==> config.mk <==
export PLATFORM = sky130hd
export DESIGN_NAME = crc16_packet_framer_top
export DESIGN_NICKNAME = d
export VERILOG_FILES = /design/src/rtl/cpf_pkg.sv /design/src/rtl/cpf_front.sv /design/src/rtl/cpf_fifo.sv /design/src/rtl/cpf_back.sv /design/src/rtl/crc16_packet_framer_top.sv
export SDC_FILE = /design/constraint.sdc
export NUM_CORES = 1
export LEC_CHECK = 0
export BUFFER_PORTS_ARGS = -buffer_cell sky130_fd_sc_hd__buf_2
export CAP_MARGIN = 25
export CORE_MARGIN = 2
export CORE_UTILIZATION = 60
export DETAILED_ROUTE_END_ITERATION = 8
export GPL_TIMING_DRIVEN = 0
export PLACE_DENSITY = 0.79
export SYNTH_ARGS = -nofsm -noshare
export SYNTH_HDL_FRONTEND = slang
export SYNTH_SLANG_ARGS = --single-unit
==> constraint.sdc <==
create_clock -name clk_i -period 9.9 [get_ports clk_i]
set_input_delay 0.495 -clock clk_i [delete_from_list [all_inputs] [get_ports clk_i]]
set_output_delay 0.495 -clock clk_i [all_outputs]
set_load 0.005 [all_outputs]
==> src/rtl/cpf_pkg.sv <==
`timescale 1ns / 1ps

package cpf_pkg;

  localparam int unsigned CPF_FIFO_DEPTH = 4;

  localparam logic [15:0] CRC_POLY = 16'h1021;
  localparam logic [7:0]  SYNC_0   = 8'hA5;
  localparam logic [7:0]  SYNC_1   = 8'h5A;

  // configuration register indexes
  localparam logic [1:0] REG_VERSION     = 2'd0;
  localparam logic [1:0] REG_MAX_PAYLOAD = 2'd1;
  localparam logic [1:0] REG_CRC_SEED    = 2'd2;

  localparam logic [7:0]  RST_VERSION     = 8'd1;
  localparam logic [15:0] RST_MAX_PAYLOAD = 16'd256;
  localparam logic [15:0] RST_CRC_SEED    = 16'hFFFF;

  // result status codes
  localparam logic [1:0] STATUS_OK        = 2'd0;
  localparam logic [1:0] STATUS_LEN_LARGE = 2'd1;
  localparam logic [1:0] STATUS_NO_FRAME  = 2'd2;

  // input kind codes
  localparam logic KIND_START   = 1'b0;
  localparam logic KIND_PAYLOAD = 1'b1;

  // word positions inside one command
  localparam logic [3:0] POS_SYNC_1   = 4'd1;
  localparam logic [3:0] POS_HDR_LAST = 4'd13;
  localparam logic [3:0] POS_HDR_CRCL = 4'd14;
  localparam logic [3:0] POS_HDR_CRCH = 4'd15;
  localparam logic [3:0] POS_DAT_BYTE = 4'd0;
  localparam logic [3:0] POS_DAT_CRCL = 4'd1;
  localparam logic [3:0] POS_DAT_CRCH = 4'd2;

  typedef enum logic [1:0] {
    CMD_START,
    CMD_DATA,
    CMD_ERR_LEN,
    CMD_ERR_FRAME
  } cmd_op_e;

  typedef struct packed {
    cmd_op_e     op;
    logic        crc_after;
    logic [7:0]  message_type;
    logic [31:0] sequence_req;
    logic [31:0] timestamp_ms;
    logic [15:0] payload_length;
    logic [7:0]  payload_byte;
  } cmd_t;

  // crc-16, poly 0x1021, msb first, one byte
  function automatic logic [15:0] crc_byte(input logic [15:0] crc, input logic [7:0] data);
    logic [15:0] c;
    c = crc ^ {data, 8'h00};
    for (int k = 0; k < 8; k++) begin
      if (c[15]) begin
        c = {c[14:0], 1'b0} ^ CRC_POLY;
      end else begin
        c = {c[14:0], 1'b0};
      end
    end
    return c;
  endfunction

endpackage

==> src/rtl/cpf_front.sv <==
`timescale 1ns / 1ps

module cpf_front
  import cpf_pkg::*;
(
  input  logic        clk_i,
  input  logic        rst_ni,
  input  logic        in_valid_i,
  output logic        in_ready_o,
  input  logic        kind_i,
  input  logic [7:0]  message_type_i,
  input  logic [31:0] sequence_req_i,
  input  logic [31:0] timestamp_ms_i,
  input  logic [15:0] payload_length_i,
  input  logic [7:0]  payload_byte_i,
  input  logic [15:0] max_payload_i,
  input  logic        q_full_i,
  output logic        q_push_o,
  output cmd_t        q_cmd_o
);

  logic        in_frame_q, in_frame_d;
  logic [15:0] bytes_left_q, bytes_left_d;
  logic [15:0] bytes_left_dec;
  logic        accept;

  assign in_ready_o     = !q_full_i;
  assign accept         = in_valid_i && !q_full_i;
  assign q_push_o       = accept;
  assign bytes_left_dec = bytes_left_q - 16'd1;

  always_comb begin
    in_frame_d             = in_frame_q;
    bytes_left_d           = bytes_left_q;
    q_cmd_o.op             = CMD_DATA;
    q_cmd_o.crc_after      = 1'b0;
    q_cmd_o.message_type   = message_type_i;
    q_cmd_o.sequence_req   = sequence_req_i;
    q_cmd_o.timestamp_ms   = timestamp_ms_i;
    q_cmd_o.payload_length = payload_length_i;
    q_cmd_o.payload_byte   = payload_byte_i;
    if (kind_i == KIND_START) begin
      if (payload_length_i > max_payload_i) begin
        q_cmd_o.op = CMD_ERR_LEN;
      end else begin
        q_cmd_o.op        = CMD_START;
        q_cmd_o.crc_after = (payload_length_i == 16'd0);
        if (accept) begin
          in_frame_d   = (payload_length_i != 16'd0);
          bytes_left_d = payload_length_i;
        end
      end
    end else begin
      if (!in_frame_q) begin
        q_cmd_o.op = CMD_ERR_FRAME;
      end else begin
        q_cmd_o.op        = CMD_DATA;
        q_cmd_o.crc_after = (bytes_left_dec == 16'd0);
        if (accept) begin
          bytes_left_d = bytes_left_dec;
          in_frame_d   = (bytes_left_dec != 16'd0);
        end
      end
    end
  end

  always_ff @(posedge clk_i or negedge rst_ni) begin
    if (!rst_ni) begin
      in_frame_q   <= 1'b0;
      bytes_left_q <= '0;
    end else begin
      in_frame_q   <= in_frame_d;
      bytes_left_q <= bytes_left_d;
    end
  end

endmodule

==> src/rtl/cpf_fifo.sv <==
`timescale 1ns / 1ps

module cpf_fifo
  import cpf_pkg::*;
#(
  parameter int unsigned Depth = CPF_FIFO_DEPTH
) (
  input  logic clk_i,
  input  logic rst_ni,
  input  logic push_i,
  input  cmd_t cmd_i,
  output logic full_o,
  input  logic pop_i,
  output logic empty_o,
  output cmd_t cmd_o
);

  localparam int unsigned PtrW = $clog2(Depth);
  localparam int unsigned CntW = $clog2(Depth + 1);

  cmd_t            mem_q [Depth];
  logic [PtrW-1:0] wr_ptr_q, rd_ptr_q;
  logic [CntW-1:0] count_q;

  assign full_o  = (count_q == CntW'(Depth));
  assign empty_o = (count_q == '0);
  assign cmd_o   = mem_q[rd_ptr_q];

  always_ff @(posedge clk_i) begin
    if (push_i) begin
      mem_q[wr_ptr_q] <= cmd_i;
    end
  end

  always_ff @(posedge clk_i or negedge rst_ni) begin
    if (!rst_ni) begin
      wr_ptr_q <= '0;
      rd_ptr_q <= '0;
      count_q  <= '0;
    end else begin
      if (push_i) begin
        wr_ptr_q <= (wr_ptr_q == PtrW'(Depth - 1)) ? '0 : wr_ptr_q + PtrW'(1);
      end
      if (pop_i) begin
        rd_ptr_q <= (rd_ptr_q == PtrW'(Depth - 1)) ? '0 : rd_ptr_q + PtrW'(1);
      end
      if (push_i && !pop_i) begin
        count_q <= count_q + CntW'(1);
      end else if (pop_i && !push_i) begin
        count_q <= count_q - CntW'(1);
      end
    end
  end

endmodule

==> src/rtl/cpf_back.sv <==
`timescale 1ns / 1ps

module cpf_back
  import cpf_pkg::*;
(
  input  logic        clk_i,
  input  logic        rst_ni,
  input  logic        q_empty_i,
  input  cmd_t        q_cmd_i,
  output logic        q_pop_o,
  input  logic [7:0]  version_i,
  input  logic [15:0] crc_seed_i,
  output logic        out_valid_o,
  input  logic        out_ready_i,
  output logic [7:0]  out_byte_o,
  output logic        frame_end_o,
  output logic        run_last_o,
  output logic [1:0]  status_o
);

  logic [3:0]  pos_q;
  logic [15:0] crc_q, crc_d;
  logic        emit;
  logic [7:0]  byte_d;
  logic        end_d, last_d;
  logic [1:0]  status_d;
  logic [7:0]  hdr_byte;
  logic        out_valid_q;
  logic [7:0]  out_byte_q;
  logic        frame_end_q, run_last_q;
  logic [1:0]  status_q;

  assign emit    = !q_empty_i && (!out_valid_q || out_ready_i);
  assign q_pop_o = emit && last_d;

  always_comb begin
    unique case (pos_q)
      4'd0:    hdr_byte = SYNC_0;
      4'd1:    hdr_byte = SYNC_1;
      4'd2:    hdr_byte = version_i;
      4'd3:    hdr_byte = q_cmd_i.message_type;
      4'd4:    hdr_byte = q_cmd_i.payload_length[7:0];
      4'd5:    hdr_byte = q_cmd_i.payload_length[15:8];
      4'd6:    hdr_byte = q_cmd_i.sequence_req[7:0];
      4'd7:    hdr_byte = q_cmd_i.sequence_req[15:8];
      4'd8:    hdr_byte = q_cmd_i.sequence_req[23:16];
      4'd9:    hdr_byte = q_cmd_i.sequence_req[31:24];
      4'd10:   hdr_byte = q_cmd_i.timestamp_ms[7:0];
      4'd11:   hdr_byte = q_cmd_i.timestamp_ms[15:8];
      4'd12:   hdr_byte = q_cmd_i.timestamp_ms[23:16];
      4'd13:   hdr_byte = q_cmd_i.timestamp_ms[31:24];
      default: hdr_byte = 8'h00;
    endcase
  end

  always_comb begin
    byte_d   = 8'h00;
    end_d    = 1'b0;
    last_d   = 1'b1;
    status_d = STATUS_OK;
    crc_d    = crc_q;
    unique case (q_cmd_i.op)
      CMD_START: begin
        last_d = q_cmd_i.crc_after ? (pos_q == POS_HDR_CRCH) : (pos_q == POS_HDR_LAST);
        if (pos_q == POS_HDR_CRCL) begin
          byte_d = crc_q[7:0];
        end else if (pos_q == POS_HDR_CRCH) begin
          byte_d = crc_q[15:8];
          end_d  = 1'b1;
        end else begin
          byte_d = hdr_byte;
          // sync bytes are outside the crc
          crc_d  = (pos_q <= POS_SYNC_1) ? crc_seed_i : crc_byte(crc_q, hdr_byte);
        end
      end
      CMD_DATA: begin
        last_d = q_cmd_i.crc_after ? (pos_q == POS_DAT_CRCH) : (pos_q == POS_DAT_BYTE);
        if (pos_q == POS_DAT_BYTE) begin
          byte_d = q_cmd_i.payload_byte;
          crc_d  = crc_byte(crc_q, q_cmd_i.payload_byte);
        end else if (pos_q == POS_DAT_CRCL) begin
          byte_d = crc_q[7:0];
        end else begin
          byte_d = crc_q[15:8];
          end_d  = 1'b1;
        end
      end
      CMD_ERR_LEN:   status_d = STATUS_LEN_LARGE;
      CMD_ERR_FRAME: status_d = STATUS_NO_FRAME;
      default:       status_d = STATUS_OK;
    endcase
  end

  always_ff @(posedge clk_i or negedge rst_ni) begin
    if (!rst_ni) begin
      pos_q       <= '0;
      crc_q       <= '0;
      out_valid_q <= 1'b0;
    end else begin
      if (emit) begin
        pos_q <= last_d ? '0 : pos_q + 4'd1;
        crc_q <= crc_d;
      end
      if (emit) begin
        out_valid_q <= 1'b1;
      end else if (out_ready_i) begin
        out_valid_q <= 1'b0;
      end
    end
  end

  always_ff @(posedge clk_i) begin
    if (emit) begin
      out_byte_q  <= byte_d;
      frame_end_q <= end_d;
      run_last_q  <= last_d;
      status_q    <= status_d;
    end
  end

  assign out_valid_o = out_valid_q;
  assign out_byte_o  = out_byte_q;
  assign frame_end_o = frame_end_q;
  assign run_last_o  = run_last_q;
  assign status_o    = status_q;

endmodule

==> src/rtl/crc16_packet_framer_top.sv <==
`timescale 1ns / 1ps

// Telemetry frame builder with CRC-16 (poly 0x1021, msb first). A start word
// (tuser 0) produces a 14-byte header (A5 5A, version, type, length LE16,
// sequence LE32, timestamp LE32) and, for a zero length, the two CRC bytes
// right after; each payload word (tuser 1) passes one byte and the last one
// of the frame is followed by the CRC, low byte first. Rejected starts and
// payload outside a frame give one status-only word. The front end takes one
// input word per cycle into a command queue; the back end serializes one
// output byte per cycle while the output is ready, so a payload or status
// word gives one output byte, a start 14 and a frame's closing word two more
// for the CRC. Input is held back only when the command queue is full. The
// user must write configuration only while the block is idle (not enforced).
module crc16_packet_framer_top
  import cpf_pkg::*;
#(
  parameter int unsigned FifoDepth = CPF_FIFO_DEPTH
) (
  input  logic        clk_i,
  input  logic        rst_ni,
  input  logic        s_axis_tvalid,
  output logic        s_axis_tready,
  // message_type[7:0], sequence_req[39:8], timestamp_ms[71:40],
  // payload_length[87:72], payload_byte[95:88]
  input  logic [95:0] s_axis_tdata,
  // kind[0]
  input  logic        s_axis_tuser,
  output logic        m_axis_tvalid,
  input  logic        m_axis_tready,
  // out_byte[7:0]
  output logic [7:0]  m_axis_tdata,
  // frame_end
  output logic        m_axis_tlast,
  // run_last[0], status[2:1]
  output logic [2:0]  m_axis_tuser,
  input  logic        cfg_valid_i,
  output logic        cfg_ready_o,
  input  logic [1:0]  cfg_index_i,
  input  logic [15:0] cfg_data_i
);

  logic [7:0]  version_q;
  logic [15:0] max_payload_q;
  logic [15:0] crc_seed_q;

  logic q_full, q_empty, q_push, q_pop;
  cmd_t push_cmd, head_cmd;
  logic run_last;
  logic [1:0] status;

  assign cfg_ready_o = 1'b1;

  always_ff @(posedge clk_i or negedge rst_ni) begin
    if (!rst_ni) begin
      version_q     <= RST_VERSION;
      max_payload_q <= RST_MAX_PAYLOAD;
      crc_seed_q    <= RST_CRC_SEED;
    end else if (cfg_valid_i) begin
      unique case (cfg_index_i)
        REG_VERSION:     version_q     <= cfg_data_i[7:0];
        REG_MAX_PAYLOAD: max_payload_q <= cfg_data_i;
        REG_CRC_SEED:    crc_seed_q    <= cfg_data_i;
        default:         ;
      endcase
    end
  end

  cpf_front u_front (
    .clk_i            (clk_i),
    .rst_ni           (rst_ni),
    .in_valid_i       (s_axis_tvalid),
    .in_ready_o       (s_axis_tready),
    .kind_i           (s_axis_tuser),
    .message_type_i   (s_axis_tdata[7:0]),
    .sequence_req_i   (s_axis_tdata[39:8]),
    .timestamp_ms_i   (s_axis_tdata[71:40]),
    .payload_length_i (s_axis_tdata[87:72]),
    .payload_byte_i   (s_axis_tdata[95:88]),
    .max_payload_i    (max_payload_q),
    .q_full_i         (q_full),
    .q_push_o         (q_push),
    .q_cmd_o          (push_cmd)
  );

  cpf_fifo #(
    .Depth (FifoDepth)
  ) u_fifo (
    .clk_i   (clk_i),
    .rst_ni  (rst_ni),
    .push_i  (q_push),
    .cmd_i   (push_cmd),
    .full_o  (q_full),
    .pop_i   (q_pop),
    .empty_o (q_empty),
    .cmd_o   (head_cmd)
  );

  cpf_back u_back (
    .clk_i       (clk_i),
    .rst_ni      (rst_ni),
    .q_empty_i   (q_empty),
    .q_cmd_i     (head_cmd),
    .q_pop_o     (q_pop),
    .version_i   (version_q),
    .crc_seed_i  (crc_seed_q),
    .out_valid_o (m_axis_tvalid),
    .out_ready_i (m_axis_tready),
    .out_byte_o  (m_axis_tdata),
    .frame_end_o (m_axis_tlast),
    .run_last_o  (run_last),
    .status_o    (status)
  );

  assign m_axis_tuser = {status, run_last};

endmodule
Word level (Yosys, flattened, before mapping)
Memories as Yosys holds them, arrays and structs flattened.
Index checks and enable logic that the tools add are counted.
{"block": "classes", "add_sub_neg": 6, "n_lt_le_gt_ge": 2, "eq_ne": 28, "muxes": 95, "bitwise_logic": 18, "reduce_logical": 29}
{"op": "16-bit 2-to-1 mux", "count": 44}
{"op": "13-bit 2-to-1 mux", "count": 16}
{"op": "8-bit one-hot mux with 14 select lines", "count": 1}
{"op": "3-bit inverter", "count": 16}
{"op": "4-bit equality test, second input constant", "count": 8}
{"op": "16-bit zero test", "count": 2}
{"op": "8-bit 2-to-1 mux", "count": 4}
{"op": "16-bit one-hot mux with 2 select lines", "count": 1}
{"op": "16-bit nonzero test", "count": 2}
{"op": "16-bit XOR", "count": 2}
{"op": "1-bit 2-to-1 mux", "count": 17}
{"op": "4-bit by 3-bit equality test with 1-bit output, second input constant", "count": 4}
{"op": "16-bit greater-than comparator", "count": 1}
{"op": "8-bit one-hot mux with 2 select lines", "count": 1}
{"op": "16-bit by 1-bit subtractor with 16-bit output, second input constant", "count": 1}
{"op": "2-bit equality test, second input constant", "count": 5}
{"op": "3-bit 2-to-1 mux", "count": 3}
{"op": "4-bit by 2-bit equality test with 1-bit output, second input constant", "count": 2}
{"op": "2-bit 2-to-1 mux", "count": 4}
{"op": "2-bit AND reduction", "count": 4}
{"op": "2-bit nonzero test", "count": 4}
{"op": "2-bit != test, second input constant", "count": 3}
{"op": "1-bit logical AND", "count": 5}
{"op": "1-bit zero test", "count": 5}
{"op": "other kinds (18)", "count": 23}
{"block": "word_totals", "reg_bits": 97, "ramBits": 396, "in_bits": 120, "output_inout_bits": 15, "memories": 1}
{"memory": "u_fifo.mem_q", "words": 4, "word_bits": 99, "read_ports": 1, "rd_clocked_by_memory_dff": 0, "write_ports": 1, "line": "cpf_fifo.sv:21", "source": "cmd_t mem_q [Depth];"}

Logic depth before layout (Yosys ltp)
{"block": "depth", "ltp_word": 44, "ltp_mapped": 16}

Hierarchy
From an unflattened synthesis, not the netlist that was laid out.
{"block": "hier_totals", "cells_unflattened": 1399, "area_unflattened_um2": 22347.7}
{"module": "cpf_fifo", "instances": 1, "cells_each": 554, "area_per_inst_um2": 14709.1, "seq_area_each_um2": 12066.6}
{"module": "cpf_back", "instances": 1, "cells_each": 421, "area_per_inst_um2": 3480.8, "seq_area_each_um2": 885.8}
{"module": "cpf_front", "instances": 1, "cells_each": 336, "area_per_inst_um2": 2591.2, "seq_area_each_um2": 425.4}
{"module": "crc16_packet_framer_top", "instances": 1, "cells_each": 88, "area_per_inst_um2": 1566.5, "seq_area_each_um2": 1023.5}

Worst setup path after synthesis
OpenSTA, ideal clock, no wires.
{"block": "synth_path", "kind": "register to register", "start": "reg u_fifo.count_q[0]", "end": "mem u_fifo.mem_q[3][0] (netlist bit), enable pin", "arrival_ps": 2981, "slack_ps": 6449, "stages_incl_launch_ff": 4, "n_path_buf": 0, "period_less_slack_ps": 3451, "cell_sequence": "dfrtp_1 -> nor2_1 -> nand2_1 -> and3_1"}
{"block": "synth_between", "elab_chain_cells": 5}
{"element": "start, declared", "line": "cpf_fifo.sv:23", "source": "logic [CntW-1:0] count_q;"}
{"element": "start signal, assigned", "line": "cpf_fifo.sv:48", "source": "count_q <= count_q + CntW'(1);"}
{"element": "start signal, assigned", "line": "cpf_fifo.sv:50", "source": "count_q <= count_q - CntW'(1);"}
{"element": "3-bit equality test", "line": "cpf_fifo.sv:25", "source": "assign full_o = (count_q == CntW'(Depth));"}
{"element": "1-bit zero test"}
{"element": "net s_axis_tready", "line": "crc16_packet_framer_top.sv:22", "source": "output logic s_axis_tready,"}
{"element": "1-bit logical AND", "line": "cpf_front.sv:28", "source": "assign accept = in_valid_i && !q_full_i;"}
{"element": "1-bit 2-to-1 mux", "line": "cpf_fifo.sv:30", "source": "if (push_i) begin"}
{"element": "1-bit 2-to-1 mux (implied by the code)", "line": "cpf_fifo.sv:31", "source": "mem_q[wr_ptr_q] <= cmd_i;"}
{"element": "end, declared", "line": "cpf_fifo.sv:21"}
The timed path passes the listed nets, and every way through them passes these cells.

Final worst setup path
{"block": "layout_path", "start": "reg u_fifo.rd_ptr_q[1]", "end": "reg u_fifo.count_q[2]"}
{"block": "layout_between", "elab_chain_cells": 7}
{"element": "start, declared", "line": "cpf_fifo.sv:22", "source": "logic [PtrW-1:0] wr_ptr_q, rd_ptr_q;"}
{"element": "start signal, assigned", "line": "cpf_fifo.sv:45", "source": "rd_ptr_q <= (rd_ptr_q == PtrW'(Depth - 1)) ? '0 : rd_ptr_q + PtrW'(1);"}
{"element": "memory read 4 x 99 bit *"}
{"element": "2-bit by 1-bit equality test with 1-bit output (tied with other cells)", "line": "cpf_back.sv:62", "source": "unique case (q_cmd_i.op)"}
{"element": "1-bit one-hot mux with 2 select lines *", "line": "cpf_back.sv:62"}
{"element": "net u_back.last_d", "line": "cpf_back.sv:25", "source": "logic end_d, last_d;"}
{"element": "1-bit logical AND *", "line": "cpf_back.sv:34", "source": "assign q_pop_o = emit && last_d;"}
{"element": "1-bit zero test", "line": "cpf_fifo.sv:47", "source": "if (push_i && !pop_i) begin"}
{"element": "1-bit logical AND", "line": "cpf_fifo.sv:47"}
{"element": "3-bit 2-to-1 mux / 2-bit nonzero test (equally long branches)"}
The timed path passes the listed nets; every way through them passes the cells marked *.
A chain may end at the register's enable or synchronous reset.

==> out/qor.yml <==
critical_path:
  crit_family: "buffers and inverters"
  ff2ff_setup_slack_ps: 5670
  cp-end-kind: "flip-flop"
  path_common_cell: "buf_2"
  cp_max_fo: 10
  worst_path_max_delay_cell: "buf_2"
  start_kind: "flip-flop"
  cp.arrival_ps: 4750
  critical_path.cell_chain: "buf_2, buf_2, buf_6, buf_2, mux4_2, mux2i_1, nor3_1, a211o_1, and2_1, inv_1, ha_1, inv_1, fa_1, xor2_1, nor2_1, xor2_1"
  required_ps: 10410
  max_stage_delay_ps: 420
  crit_buf_inv: 6
  critPathKind: "reg -> reg"
die:
  die_h_um: 193.1
  die_area_mm2: 0.03728
  num_io_pins: 135
  initial_core_util_pct: 60.60
  core_mm2: 0.03540
  core.rowCount: 69
  die_width_um: 193.1
route:
  drt-initial-drc-count: 1583
  route.vias.total: 13420
  drt-total-wl_um: 55810
  drc: 0
  wl_per_cell_um: 27.17
  via_per_inst: 6.533
  firstDrtPassIters: 5
  detail-route-antenna-nets: 0
timing:
  hold_viol: 0
  period_needed_ps: 4233
  slew_headroom_pct: 32.68
  clock_skew_ps: 30.05
  max_freq_ghz: 0.2362
  grt_setup_unrepaired: "no"
  worstMarginPinSlew_ps: 1001
  finalCritPeriodShare_pct: 42.76
  setup_violations: 0
  tns_ps: 0
  slew_viol_final: 0
synthesis:
  synthSimpleGateAreaFrac_pct: 6.393
  synthFlopType: "edfxtp_1"
  synth_compound_area_share_pct: 7.034
  synth-edff-count: 408
  syn_area_per_cell_um2: 15.82
  synth_nets: 1506
  yosysUniqueCellTypes: 80
  syn_area_mm2: 0.02145
  syn_inst: 1356
  synthXorXnorAreaFrac_pct: 1.913
  ys_seq_elements: 493
  async_reset_ff_share_pct: 17.24
  yosysWarnings: 0
  synthAdderAreaFrac_pct: 1.785
  synth_top_family_by_area: "multiplexers"
  yosysSeqAreaShare_pct: 67.13
  synth_mux_area_share_pct: 13.43
cells_and_area:
  drive_gt1_share_pct: 26.70
  syn_to_final_growth_pct: 14.28
  fill_cells: 2341
  final_util_pct: 69.26
  fin_nets: 1700
  final_cells: 2054
global_routing:
  grt_pass1_vias: 13180
  grt_max_degree: 63
  grt_pass1_wl_um: 81790
  antenna_found_initial: 5
  grt_use_total_pct: 30.43
  overflow: 0
placed_design:
  place.port_buffers: 133
  dp_cells: 1959
  hpwlAfterDp_um: 37080
  globalplace.congestion: 0.9113
clock_network:
  numCtsBuffers: 49
  cts_tree: "yes"
  post_cts_buffers: 0
  clk_latency_ps: 600
  clk_pin_slew_ps: 60
  clockBufferDepth: 3
  cts_resized: 0
  h-tree-depth: 2
  cts_hold_buf: 1
  cts_root_buf: "clkbuf_16"
  cts_num_sinks: 493
pwr:
  powerDensity_mw_per_mm2: 321.0
  p_total_mw: 7.870
  p_leak_nw: 8.828
  ir_drop_v: 0.0002386
status:
  status: "finished clean"
min_path:
  worst_hold_path_type: "in -> reg"
flow_run:
  maxCapViolCount: 0
-- worst register-to-register path, stage by stage, from the launching register on --
cell and delay [ps]:
dfrtp_1 340, buf_2 310, buf_2 420, buf_6 270, buf_2 310, mux4_2 390
mux2i_1 170, nor3_1 70, a211o_1 360, and2_1 230, inv_1 200, ha_1 240
inv_1 60, fa_1 370, xor2_1 150, nor2_1 110, xor2_1 160
-- area by class of cell --
cell class	instances	area, um2	share of cell area, %
flip-flops and latches	493	14400	58.75
multi-input cells	756	6579	26.84
clock buffers	66	1423	5.803
repair buffers	143	838.3	3.420
well taps	461	576.8	2.353
plain buffers	70	352.8	1.439
clock inverters	23	192.7	0.7860
inverters	37	138.9	0.5665
diodes	5	12.51	0.05104
-- cells by family (layout without fill, tap and decap cells) --
logic type / after synthesis / count (layout)
compound gates: 229 / 229
xor+xnor: 41 / 41
fa+ha+maj: 30 / 30
buf+inv: 107 / 339
flops: 493 / 493
mux: 189 / 189
other cells: 1 / 6
simple gates: 266 / 266
-- cells in the final DEF (no fill, tap or decap), types with 18 or more instances in the layout --
cell type  count
xnor2_1       23
inv_1         36
clkbuf_16     53
dfrtp_1       67
nand3_1       25
a21oi_1       45
mux4_2        71
ha_1          29
clkbuf_1      46
edfxtp_1     408
a22oi_1       32
mux2i_1       49
dfstp_2       18
nor3_1        22
nand2_1       85
nor2_1        50
buf_2        153
o21ai_0       54
mux2_2        67
-- routing by layer --
| metal | up-vias | share of wire (%) | track usage [%] |
|---|---|---|---|
| met5 | - | 0.023 | 0 |
| met1 | 6775 | 39 | 42.87 |
| met4 | 2 | 3.6 | 11.71 |
| met3 | 129 | 11 | 7.385 |
| li1 | 5749 | - | - |
| met2 | 763 | 47 | 46.58 |
-- through the flow --
stage,setup slack [ps],instance area (um2),hold slack [ps]
finish,5667,24510,114.8
detailed placement,5701,22880,440.9
CTS,5659,24500,97.38
global placement,4587,22690,478.4
floorplan,6449,21450,199.4
global route,5439,24510,109.3
-- sequential cells by signal, indices dropped and copies added, names as in the netlist --
name and cells:
u_fifo.wr_ptr_q 2, u_fifo.count_q 3, max_payload_q 16, u_back.pos_q 4
u_front.in_frame_q 1, version_q 8, crc_seed_q 16, u_back.status_o 2
u_back.run_last_o 1, u_back.out_byte_o 8, u_back.crc_q 16, u_front.bytes_left_q 16
u_fifo.mem_q 396, u_back.frame_end_o 1, u_back.out_valid_o 1, u_fifo.rd_ptr_q 2
-- Yosys cell counts, types with 10 or more instances --
cell type / n / area share (%)
edfxtp_1: 408 / 57
nand2_1: 85 / 1.5
mux4_2: 71 / 7.5
dfrtp_1: 67 / 7.8
mux2_2: 67 / 3.5
o21ai_0: 54 / 1.3
nor2_1: 50 / 0.87
mux2i_1: 49 / 2.3
a21oi_1: 45 / 1.0
clkbuf_1: 39 / 0.68
inv_1: 36 / 0.63
a22oi_1: 32 / 1.1
ha_1: 29 / 1.7
nand3_1: 25 / 0.58
xnor2_1: 23 / 0.94
nor3_1: 22 / 0.51
buf_2: 18 / 0.42
dfstp_2: 18 / 2.2
a31oi_1: 15 / 0.44
xor2_1: 14 / 0.57
nand4_1: 10 / 0.29
o22ai_1: 10 / 0.29
-- path summary, 6_finish.rpt --
| path | start | end | depth (start not counted) |
|---|---|---|---|
| max | u_fifo.rd_ptr_q[1]$_DFFE_PN0P_ | u_fifo.count_q[2]$_DFFE_PN0P_ | 16 |
| min | s_axis_tdata[91] | u_fifo.mem_q[1][3]$_DFFE_PP_ | 1 |
| max reg2reg | u_fifo.rd_ptr_q[1]$_DFFE_PN0P_ | u_fifo.count_q[2]$_DFFE_PN0P_ | 16 |
| min reg2reg | u_fifo.count_q[2]$_DFFE_PN0P_ | u_fifo.count_q[2]$_DFFE_PN0P_ | 1 |
| max in group asynchronous | rst_ni | crc_seed_q[15]$_DFFE_PN1P_ | 3 |
| min in group asynchronous | rst_ni | u_back.crc_q[11]$_DFFE_PN0P_ | 2 |
-- where the power goes --
group | leakage [nW] | switching [mW] | internal (mW)
combinational | 3.32 | 1.81 | 1.19
sequential | 4.71 | 0.229 | 2.78
clock | 0.792 | 0.782 | 1.08
No activity file was read; power rests on OpenSTA's default activity.
